<file path="config.mk">
export PLATFORM = sky130hd
export DESIGN_NAME = elevator_request_controller_top_flat
export DESIGN_NICKNAME = d
export VERILOG_FILES = /design/src/hdl/erc_pkg.sv /design/src/hdl/erc_if.sv /design/src/hdl/erc_queue.sv /design/src/hdl/elevator_request_controller_top.sv /design/src/flat_wrapper.sv
export SDC_FILE = /design/constraint.sdc
export NUM_CORES = 1
export LEC_CHECK = 0
export ABC_CLOCK_PERIOD_IN_PS = 9000
export BUFFER_PORTS_ARGS = -buffer_cell sky130_fd_sc_hd__buf_4
export CORE_MARGIN = 2
export CORE_UTILIZATION = 37
export DETAILED_ROUTE_END_ITERATION = 6
export SKIP_CTS_REPAIR_TIMING = 1
export SLEW_MARGIN = 40
export SYNTH_ARGS = -nofsm -noshare
export SYNTH_HDL_FRONTEND = slang
export SYNTH_HIERARCHICAL = 1
export SYNTH_SLANG_ARGS = --single-unit
export TNS_END_PERCENT = 1
</file>
<file path="constraint.sdc">
create_clock -name i_clk -period 9 [get_ports i_clk]
set_input_delay 1.8 -clock i_clk [delete_from_list [all_inputs] [get_ports i_clk]]
set_output_delay 1.8 -clock i_clk [all_outputs]
set_load 0.01 [all_outputs]
</file>
<file path="src/hdl/erc_pkg.sv">
`timescale 1ns / 1ps
// Shared types and constants for the elevator request controller.
// No dependencies; erc_queue and the top level in hdl/ import this package.
package erc_pkg;

    // Queue geometry
    localparam int QUEUE_DEPTH = 16;
    localparam int IDX_W       = $clog2(QUEUE_DEPTH);
    localparam int CNT_W       = $clog2(QUEUE_DEPTH + 1);

    // Floor range
    localparam int          FLOOR_W     = 4;
    localparam int          TOP_FLOOR   = 9;
    localparam logic [3:0]  FLOOR_TOP   = 4'(TOP_FLOOR);
    localparam logic [3:0]  FLOOR_FIRST = 4'd1;

    // Wait counter saturates here
    localparam logic [4:0]  WAIT_MAX = 5'd31;

    // Car modes
    localparam logic [1:0] MODE_IDLE   = 2'd0;
    localparam logic [1:0] MODE_MOVING = 2'd1;
    localparam logic [1:0] MODE_HELD   = 2'd2;
    localparam logic [1:0] MODE_FORCE  = 2'd3;

    // Request types
    localparam logic [1:0] REQ_TICK    = 2'd0;
    localparam logic [1:0] REQ_KEY     = 2'd1;
    localparam logic [1:0] REQ_RELEASE = 2'd2;
    localparam logic [1:0] REQ_TIMEOUT = 2'd3;

    // Key codes (ASCII)
    localparam logic [7:0] KEY_ZERO  = 8'h30;
    localparam logic [7:0] KEY_ONE   = 8'h31;
    localparam logic [7:0] KEY_NINE  = 8'h39;
    localparam logic [7:0] KEY_CLOSE = 8'h43;
    localparam logic [7:0] KEY_HOLD  = 8'h44;

    // Green lamp patterns
    localparam logic [1:0] PAT_NONE    = 2'd0;
    localparam logic [1:0] PAT_ARRIVAL = 2'd1;
    localparam logic [1:0] PAT_DROPOFF = 2'd2;

    // Reset value of idle_ticks
    localparam logic [3:0] IDLE_TICKS_RST = 4'd4;

    // Control from the car logic to the request queue
    typedef struct packed {
        logic               push;
        logic               pop;
        logic [FLOOR_W-1:0] data;
    } t_queue_ctrl;

    // Status from the request queue
    typedef struct packed {
        logic [FLOOR_W-1:0] head;
        logic [CNT_W-1:0]   count;
    } t_queue_stat;

    // One result word
    typedef struct packed {
        logic [3:0] floor_now;
        logic       going_down;
        logic [1:0] motion_mode;
        logic       green_on;
        logic       red_on;
        logic       yellow_on;
        logic       buzzer_on;
        logic [1:0] green_pattern;
        logic [4:0] pending_count;
        logic       request_dropped;
    } t_result;

endpackage

</file>
<file path="src/hdl/erc_if.sv">
`timescale 1ns / 1ps
// Valid/ready channel interfaces for request words and result words.
// Standalone; field widths follow erc_pkg's result layout.
interface erc_req_if;
    logic       valid;
    logic       ready;
    logic [1:0] req_type;
    logic [7:0] key_code;

    modport source (output valid, output req_type, output key_code, input ready);
    modport sink   (input valid, input req_type, input key_code, output ready);
endinterface

interface erc_res_if;
    logic       valid;
    logic       ready;
    logic [3:0] floor_now;
    logic       going_down;
    logic [1:0] motion_mode;
    logic       green_on;
    logic       red_on;
    logic       yellow_on;
    logic       buzzer_on;
    logic [1:0] green_pattern;
    logic [4:0] pending_count;
    logic       request_dropped;

    modport source (
        output valid, output floor_now, output going_down, output motion_mode,
        output green_on, output red_on, output yellow_on, output buzzer_on,
        output green_pattern, output pending_count, output request_dropped,
        input  ready
    );
    modport sink (
        input  valid, input floor_now, input going_down, input motion_mode,
        input  green_on, input red_on, input yellow_on, input buzzer_on,
        input  green_pattern, input pending_count, input request_dropped,
        output ready
    );
endinterface

</file>
<file path="src/hdl/erc_queue.sv">
`timescale 1ns / 1ps
// Circular request FIFO of floor numbers, head readable in the same cycle.
// Depends on erc_pkg (depth, widths, control/status structs).
module erc_queue
    import erc_pkg::*;
(
    input  logic        i_clk,
    input  logic        i_rst_n,
    input  t_queue_ctrl i_ctrl,
    output t_queue_stat o_stat
);

    logic [FLOOR_W-1:0] r_store [QUEUE_DEPTH];
    logic [IDX_W-1:0]   r_wr_idx, n_wr_idx;
    logic [IDX_W-1:0]   r_rd_idx, n_rd_idx;
    logic [CNT_W-1:0]   r_count,  n_count;

    // Pointer wrap and occupancy
    always_comb begin
        n_wr_idx = r_wr_idx;
        n_rd_idx = r_rd_idx;
        n_count  = r_count;
        if (i_ctrl.push) begin
            n_wr_idx = (r_wr_idx == IDX_W'(QUEUE_DEPTH - 1)) ? '0 : r_wr_idx + 1'b1;
        end
        if (i_ctrl.pop) begin
            n_rd_idx = (r_rd_idx == IDX_W'(QUEUE_DEPTH - 1)) ? '0 : r_rd_idx + 1'b1;
        end
        case ({i_ctrl.push, i_ctrl.pop})
            2'b10:   n_count = r_count + 1'b1;
            2'b01:   n_count = r_count - 1'b1;
            default: n_count = r_count;
        endcase
    end

    always_ff @(posedge i_clk) begin
        if (!i_rst_n) begin
            r_wr_idx <= '0;
            r_rd_idx <= '0;
            r_count  <= '0;
        end else begin
            r_wr_idx <= n_wr_idx;
            r_rd_idx <= n_rd_idx;
            r_count  <= n_count;
        end
    end

    // Entry storage, no reset
    always_ff @(posedge i_clk) begin
        if (i_ctrl.push) begin
            r_store[r_wr_idx] <= i_ctrl.data;
        end
    end

    assign o_stat.head  = r_store[r_rd_idx];
    assign o_stat.count = r_count;

endmodule

</file>
<file path="src/hdl/elevator_request_controller_top.sv">
`timescale 1ns / 1ps
// Elevator request controller top level: car state, lamps and result register.
// Depends on erc_pkg, erc_req_if / erc_res_if and erc_queue.
// A result word is registered and valid in the cycle after its request word is taken.
// Throughput: one word per cycle; ready drops only while a held result stalls.
// Reset (synchronous, active low): car at floor 1 heading up, idle, queue empty,
// lamps off, idle_ticks back to 4, result register empty.
module elevator_request_controller_top
    import erc_pkg::*;
(
    input  logic             i_clk,
    input  logic             i_rst_n,
    input  logic             i_cfg_wr_en,
    input  logic [3:0]       i_cfg_wr_data,
    erc_req_if.sink          i_req,
    erc_res_if.source        o_res
);

    // Config register
    logic [3:0] r_idle_ticks;

    // Car state
    logic [3:0] r_floor,    n_floor;
    logic [3:0] r_target,   n_target;
    logic       r_down,     n_down;
    logic [1:0] r_mode,     n_mode;
    logic [4:0] r_wait,     n_wait;
    logic       r_pickup,   n_pickup;
    logic       r_carry,    n_carry;
    logic       r_arrived,  n_arrived;
    logic       r_green,    n_green;
    logic       r_red,      n_red;
    logic       r_yellow,   n_yellow;
    logic       r_buzz,     n_buzz;

    // Result register
    logic       r_res_valid;
    t_result    r_res, n_res;

    logic        take;
    logic [1:0]  pattern;
    logic        dropped;
    logic [3:0]  key_floor;
    logic        key_is_floor;
    logic        pushing;
    logic        popping;
    t_queue_ctrl q_ctrl;
    t_queue_stat q_stat;

    assign i_req.ready = !r_res_valid || o_res.ready;
    assign take        = i_req.valid && i_req.ready;

    erc_queue u_queue (
        .i_clk   (i_clk),
        .i_rst_n (i_rst_n),
        .i_ctrl  (q_ctrl),
        .o_stat  (q_stat)
    );

    assign key_is_floor = (i_req.key_code >= KEY_ONE) && (i_req.key_code <= KEY_NINE);
    assign key_floor    = 4'(i_req.key_code - KEY_ZERO);

    // Next car state for the word being taken
    always_comb begin
        n_floor   = r_floor;
        n_target  = r_target;
        n_down    = r_down;
        n_mode    = r_mode;
        n_wait    = r_wait;
        n_pickup  = r_pickup;
        n_carry   = r_carry;
        n_arrived = r_arrived;
        n_green   = r_green;
        n_red     = r_red;
        n_yellow  = r_yellow;
        n_buzz    = r_buzz;
        pattern   = PAT_NONE;
        dropped   = 1'b0;
        pushing   = 1'b0;
        popping   = 1'b0;

        case (i_req.req_type)
            REQ_TICK: begin
                // Arrival handling: show pattern, or pop the next target
                if (r_floor == r_target && q_stat.count == '0) begin
                    n_red = 1'b0;
                    if (r_carry) begin
                        n_carry = 1'b0;
                        n_green = 1'b1;
                        pattern = PAT_DROPOFF;
                    end else if (!r_arrived) begin
                        n_green   = 1'b0;
                        n_arrived = 1'b1;
                        pattern   = PAT_ARRIVAL;
                    end
                end else if (r_floor == r_target) begin
                    n_red    = 1'b0;
                    n_target = q_stat.head;
                    popping  = 1'b1;
                    if (q_stat.head > r_floor) begin
                        n_down = 1'b0;
                        n_mode = MODE_IDLE;
                    end else if (q_stat.head < r_floor) begin
                        n_down = 1'b1;
                        n_mode = MODE_IDLE;
                    end
                    if (r_pickup) begin
                        n_carry  = 1'b1;
                        n_pickup = 1'b0;
                    end else begin
                        n_pickup = 1'b1;
                    end
                    n_green   = 1'b0;
                    n_arrived = 1'b0;
                end

                // Step one floor toward the target
                if (r_floor != n_target && n_mode == MODE_MOVING) begin
                    if (!n_down) begin
                        if (r_floor < FLOOR_TOP) n_floor = r_floor + 1'b1;
                    end else begin
                        if (r_floor > FLOOR_FIRST) n_floor = r_floor - 1'b1;
                    end
                    n_red   = !n_carry;
                    n_green = 1'b0;
                end

                // Pending force close warns and restarts motion
                if (n_mode == MODE_FORCE) begin
                    n_green  = 1'b0;
                    n_red    = 1'b0;
                    n_yellow = 1'b1;
                    n_buzz   = 1'b1;
                    n_mode   = MODE_MOVING;
                end else begin
                    n_yellow = 1'b0;
                    n_buzz   = 1'b0;
                end

                // Idle delay before the car starts moving
                if (n_mode == MODE_IDLE) begin
                    if (r_wait > {1'b0, r_idle_ticks}) begin
                        n_mode = MODE_MOVING;
                        n_wait = 5'd1;
                    end else if (r_wait < WAIT_MAX) begin
                        n_wait = r_wait + 1'b1;
                    end
                end
            end
            REQ_KEY: begin
                if (key_is_floor) begin
                    if (key_floor <= FLOOR_TOP) begin
                        if (q_stat.count >= CNT_W'(QUEUE_DEPTH)) begin
                            dropped = 1'b1;
                        end else begin
                            pushing = 1'b1;
                        end
                    end
                end else if (i_req.key_code == KEY_HOLD) begin
                    n_mode = MODE_HELD;
                end else if (i_req.key_code == KEY_CLOSE) begin
                    n_mode = MODE_MOVING;
                    n_wait = '0;
                end
            end
            REQ_RELEASE: begin
                if (r_mode == MODE_HELD || r_mode == MODE_FORCE) n_mode = MODE_MOVING;
            end
            default: begin
                if (r_mode == MODE_HELD) n_mode = MODE_FORCE;
            end
        endcase
    end

    assign q_ctrl.push = take && pushing;
    assign q_ctrl.pop  = take && popping;
    assign q_ctrl.data = key_floor;

    // Result word assembled from the next state
    always_comb begin
        n_res.floor_now       = n_floor;
        n_res.going_down      = n_down;
        n_res.motion_mode     = n_mode;
        n_res.green_on        = n_green;
        n_res.red_on          = n_red;
        n_res.yellow_on       = n_yellow;
        n_res.buzzer_on       = n_buzz;
        n_res.green_pattern   = pattern;
        n_res.pending_count   = 5'(q_stat.count + CNT_W'(pushing) - CNT_W'(popping));
        n_res.request_dropped = dropped;
    end

    // Config write
    always_ff @(posedge i_clk) begin
        if (!i_rst_n) begin
            r_idle_ticks <= IDLE_TICKS_RST;
        end else if (i_cfg_wr_en) begin
            r_idle_ticks <= i_cfg_wr_data;
        end
    end

    // Car state registers
    always_ff @(posedge i_clk) begin
        if (!i_rst_n) begin
            r_floor   <= FLOOR_FIRST;
            r_target  <= FLOOR_FIRST;
            r_down    <= 1'b0;
            r_mode    <= MODE_IDLE;
            r_wait    <= '0;
            r_pickup  <= 1'b0;
            r_carry   <= 1'b0;
            r_arrived <= 1'b0;
            r_green   <= 1'b0;
            r_red     <= 1'b0;
            r_yellow  <= 1'b0;
            r_buzz    <= 1'b0;
        end else if (take) begin
            r_floor   <= n_floor;
            r_target  <= n_target;
            r_down    <= n_down;
            r_mode    <= n_mode;
            r_wait    <= n_wait;
            r_pickup  <= n_pickup;
            r_carry   <= n_carry;
            r_arrived <= n_arrived;
            r_green   <= n_green;
            r_red     <= n_red;
            r_yellow  <= n_yellow;
            r_buzz    <= n_buzz;
        end
    end

    // Output register
    always_ff @(posedge i_clk) begin
        if (!i_rst_n) begin
            r_res_valid <= 1'b0;
        end else if (i_req.ready) begin
            r_res_valid <= i_req.valid;
        end
    end

    always_ff @(posedge i_clk) begin
        if (take) begin
            r_res <= n_res;
        end
    end

    assign o_res.valid           = r_res_valid;
    assign o_res.floor_now       = r_res.floor_now;
    assign o_res.going_down      = r_res.going_down;
    assign o_res.motion_mode     = r_res.motion_mode;
    assign o_res.green_on        = r_res.green_on;
    assign o_res.red_on          = r_res.red_on;
    assign o_res.yellow_on       = r_res.yellow_on;
    assign o_res.buzzer_on       = r_res.buzzer_on;
    assign o_res.green_pattern   = r_res.green_pattern;
    assign o_res.pending_count   = r_res.pending_count;
    assign o_res.request_dropped = r_res.request_dropped;

endmodule

</file>
<file path="src/flat_wrapper.sv">
// flat-port wrapper written by rule: the top's interface ports become plain ports
module elevator_request_controller_top_flat import erc_pkg::*;
  (i_clk, i_rst_n, i_cfg_wr_en, i_cfg_wr_data, i_req_valid, i_req_req_type, i_req_key_code, i_req_ready, o_res_valid, o_res_floor_now, o_res_going_down, o_res_motion_mode, o_res_green_on, o_res_red_on, o_res_yellow_on, o_res_buzzer_on, o_res_green_pattern, o_res_pending_count, o_res_request_dropped, o_res_ready);
  erc_req_if i_req_i ();
  erc_res_if o_res_i ();
  input  logic i_clk;
  input  logic i_rst_n;
  input  logic i_cfg_wr_en;
  input  logic [3:0] i_cfg_wr_data;
  input wire logic [$bits(i_req_i.valid)-1:0] i_req_valid;
  input wire logic [$bits(i_req_i.req_type)-1:0] i_req_req_type;
  input wire logic [$bits(i_req_i.key_code)-1:0] i_req_key_code;
  output wire logic [$bits(i_req_i.ready)-1:0] i_req_ready;
  output wire logic [$bits(o_res_i.valid)-1:0] o_res_valid;
  output wire logic [$bits(o_res_i.floor_now)-1:0] o_res_floor_now;
  output wire logic [$bits(o_res_i.going_down)-1:0] o_res_going_down;
  output wire logic [$bits(o_res_i.motion_mode)-1:0] o_res_motion_mode;
  output wire logic [$bits(o_res_i.green_on)-1:0] o_res_green_on;
  output wire logic [$bits(o_res_i.red_on)-1:0] o_res_red_on;
  output wire logic [$bits(o_res_i.yellow_on)-1:0] o_res_yellow_on;
  output wire logic [$bits(o_res_i.buzzer_on)-1:0] o_res_buzzer_on;
  output wire logic [$bits(o_res_i.green_pattern)-1:0] o_res_green_pattern;
  output wire logic [$bits(o_res_i.pending_count)-1:0] o_res_pending_count;
  output wire logic [$bits(o_res_i.request_dropped)-1:0] o_res_request_dropped;
  input wire logic [$bits(o_res_i.ready)-1:0] o_res_ready;
  assign i_req_i.valid = i_req_valid;
  assign i_req_i.req_type = i_req_req_type;
  assign i_req_i.key_code = i_req_key_code;
  assign i_req_ready = i_req_i.ready;
  assign o_res_valid = o_res_i.valid;
  assign o_res_floor_now = o_res_i.floor_now;
  assign o_res_going_down = o_res_i.going_down;
  assign o_res_motion_mode = o_res_i.motion_mode;
  assign o_res_green_on = o_res_i.green_on;
  assign o_res_red_on = o_res_i.red_on;
  assign o_res_yellow_on = o_res_i.yellow_on;
  assign o_res_buzzer_on = o_res_i.buzzer_on;
  assign o_res_green_pattern = o_res_i.green_pattern;
  assign o_res_pending_count = o_res_i.pending_count;
  assign o_res_request_dropped = o_res_i.request_dropped;
  assign o_res_i.ready = o_res_ready;
  elevator_request_controller_top u_core (.i_clk(i_clk), .i_rst_n(i_rst_n), .i_cfg_wr_en(i_cfg_wr_en), .i_cfg_wr_data(i_cfg_wr_data), .i_req(i_req_i), .o_res(o_res_i));
endmodule
</file>
==> run_results.csv <==
group,metric,value,unit
run_status,status,"complete, no violations",
worst_setup_path,crit_start,"i_req_req_type[0]",
floorplan,core_area,16700,um2
flow_run,max_cap_viol_count,0,
placed_design,dp_hpwl,9360,um
cts,htreeDepth,4,
synth,synthesis.nets,567,
timing,tightest_slew,0.807,ns
timing,rsz0062_at_grt,"false",
route,wl,13200,um
timing,report.final.slew_viol_count,0,
route,avgViaCountPerCell,5.31,
placed_design,dpl.cell_count,759,
global_route,grt_max_degree,30,
synth,synth_warnings,6,
timing,finalSetupViolations,0,
placed_design,placed_area,6830,um2
worst_setup_path,start_kind,"input port",
route,wl_per_cell,16.7,um
timing,finalSetupTns,0,ns
floorplan,num_rows,47,
synth,synth_cell_type_count,75,
timing,fmax,202,MHz
synth,netlist_instances,520,
timing,maxSlewHeadroom,46.1,%
floorplan,fp.dieW,135,um
global_route,grt_pass1_wl,21400,um
timing,period_minus_slack,4.94,ns
cts,path_clk_slew,0.06,ns
floorplan,io_pins,40,
worst_setup_path,crit_type,"input port to register",
route,vias,4192,
pwr,ir_drop,0.179,mV
synth,synth_seq_cells,128,
cts,insertion_delay,0.42,ns
global_route,antenna_found_initial,0,
layout,drive_above_1_share,20.9,%
cts,cts_tree,"yes",
route,route.detailed.drc,0,
synth,synth_edf_count,83,
placed_design,routabilityCongestion,0.825,
layout,antenna-diode-count,0,
cts,cts_root_buffer,"clkbuf_16",
worst_setup_path,cp_max_fo,13,
global_route,grt_pass1_vias,4165,
cts,cts_buffers,17,
worst_setup_path,cp_slowest_cell,"nor2_2",
worst_setup_path,crit_path_frequent_cell,"ha_1",
timing,finClkSkew,0.0144,ns
floorplan,fp.dieH,135,um
cts,clock_sinks,128,
synth,syn-cell-area,6370,um2
timing,finalCritPeriodShare,54.9,%
hold_path,hold_path.startpoint,"u_core/r_buzz$_SDFFE_PN0P_",
global_route,overflow,0,
synth,ys.flop_type,"edfxtp_1",
worst_setup_path,endpoint_kind,"register",
layout,fin_cells,790,
route,drt_iter0_drc,291,
floorplan,die_area,18300,um2
route,ant_nets,0,
synth,synth-async-reset-ratio,0,%
worst_setup_path,cp.required,9.29,ns
route,first_pass_iters,4,
placed_design,numPortBuffers,39,
layout,syn2layout_area_growth,16.4,%
worst_setup_path,cp_cell_sequence,"buf_4 > nor2_1 > and3_1 > nand2_1 > nor2_2 > ha_1 > ha_1 > or3b_2 > a21oi_1 > o31ai_1 > nor3b_1",
hold_path,hp-class,"register to register",
layout,stdcell_area,7420,um2
global_route,track_usage,15.3,%
synth,synth.avg_cell_area,12.3,um2
cts,cts_buffer_depth,2,
worst_setup_path,slowest_delay,0.60,ns
layout,nNetsFinal,605,
pwr,p_leak,0.00272,uW
worst_setup_path,worst_ep_arrival_time,5.23,ns
timing,final-hold-violation-count,0,
floorplan,start_util,38.2,%
pwr,power_density,185,nW/um2
synth,ys_seq_area_share,53.2,%
-- sequential cells by signal, indices dropped and copies added, names as in the netlist, 2 cells and up, named ones only --
name,flops
u_core/u_queue/r_store,64
u_core/o_res.pending_count,5
u_core/r_wait,5
u_core/u_queue/r_count,5
u_core/o_res.floor_now,4
u_core/r_floor,4
u_core/r_idle_ticks,4
u_core/r_target,4
u_core/u_queue/r_rd_idx,4
u_core/u_queue/r_wr_idx,4
u_core/o_res.green_pattern,2
u_core/o_res.motion_mode,2
u_core/r_mode,2
-- placed cells by master, fill, tap and decap left out, types with 4 or more instances in the layout --
cell and n:
nor2b_1 5, mux2i_1 12, edfxtp_1 83, xor2_1 13, nor2_1 39, nand3b_1 4
clkbuf_16 17, nand3_1 12, xnor2_1 6, o211ai_1 4, nand2_1 29, nand2b_1 6
and2_1 18, o21ai_0 17, and3_1 7, a21o_1 5, inv_1 30, a21oi_1 31
mux4_2 20, dfxtp_1 44, nor3_1 5, inv_6 4, ha_1 27, buf_4 40
a31oi_1 4
-- critical path: cells and delay by family --
| kind | cells | cell delay (ns) |
|---|---|---|
| AOI/OAI and AO/OA | 2 | 0.28 |
| adders and majority gates | 2 | 0.77 |
| buffers and inverters | 1 | 0.14 |
| and+or+nand+nor | 6 | 2.23 |
-- layout make-up --
| type | instances | area, um2 |
|---|---|---|
| inverters | 31 | 116 |
| flip-flops and latches | 128 | 3390 |
| well taps | 220 | 275 |
| multi-input cells | 340 | 2750 |
| clock inverters | 14 | 154 |
| repair buffers | 40 | 300 |
| clock buffers | 17 | 425 |
| fillers | 1549 | 9280 |
-- Yosys cell counts (4+ instances only) --
cell type	number	area, um2
a21o_1	5	37.5
a21oi_1	31	155
a31oi_1	4	25.0
and2_1	18	113
and3_1	7	43.8
buf_6	4	45.0
clkbuf_1	12	45.0
dfxtp_1	45	901
edfxtp_1	83	2490
ha_1	27	338
inv_1	31	116
mux2i_1	12	120
mux4_2	20	450
nand2_1	29	109
nand2b_1	6	37.5
nand3_1	12	60.1
nand3b_1	4	30.0
nor2_1	39	146
nor2b_1	5	31.3
nor3_1	6	30.0
o211ai_1	4	30.0
o21ai_0	17	85.1
xnor2_1	6	52.6
xor2_1	13	114
-- power by group --
| group | switching [uW] | leakage (uW) | total [uW] | internal, uW |
|---|---|---|---|---|
| logic | 38.5 | 0.00131 | 62.8 | 24.3 |
| registers | 5.28 | 0.00113 | 638 | 632 |
| clock network | 264 | 0.000284 | 674 | 410 |
-- per-stage QoR --
stage	setup slack, ns	power [uW]	utilization, %	hold slack (ns)
2_1_floorplan	4.21	685	-	0.437
3_3_place_gp	3.83	712	40.9	0.444
3_5_place_dp	3.67	714	40.9	0.449
4_1_cts	4.09	1390	44.4	0.457
5_1_grt	3.87	1420	44.4	0.482
6_report	4.06	1370	44.4	0.453
-- kinds of logic (layout without fill, tap and decap cells) --
kind of cell	Yosys count	count (layout)	synth area share, %
AOI/OAI and AO/OA	103	103	12.1
xor gates and xnor gates	19	19	2.61
adders and majority gates	28	28	5.61
buffers and inverters	52	102	3.65
DFF	128	128	53.2
muxes	33	33	9.13
and+or+nand+nor	157	157	13.6
-- layer usage --
metal	vias to the layer above	GRT usage, %	share of wire (%)
met5	-	0	0
met4	0	6.13	1.2
li1	2040	-	-
met2	74	26.4	51
met3	13	3.33	3.7
met1	2065	18.7	44
-- final timing paths --
| path | end | slack (ns) | cells after the start |
|---|---|---|---|
| worst max register to register | u_core/o_res.motion_mode[0]$_DFFE_PP_ | 4.66 | 10 |
| worst min-delay path | u_core/r_buzz$_SDFFE_PN0P_ | 0.45 | 2 |
| worst max-delay path | u_core/u_queue/r_count[4]$_SDFFE_PN0P_ | 4.06 | 11 |
| worst min register to register | u_core/r_buzz$_SDFFE_PN0P_ | 0.45 | 2 |
No activity file was read; power rests on OpenSTA's default activity.
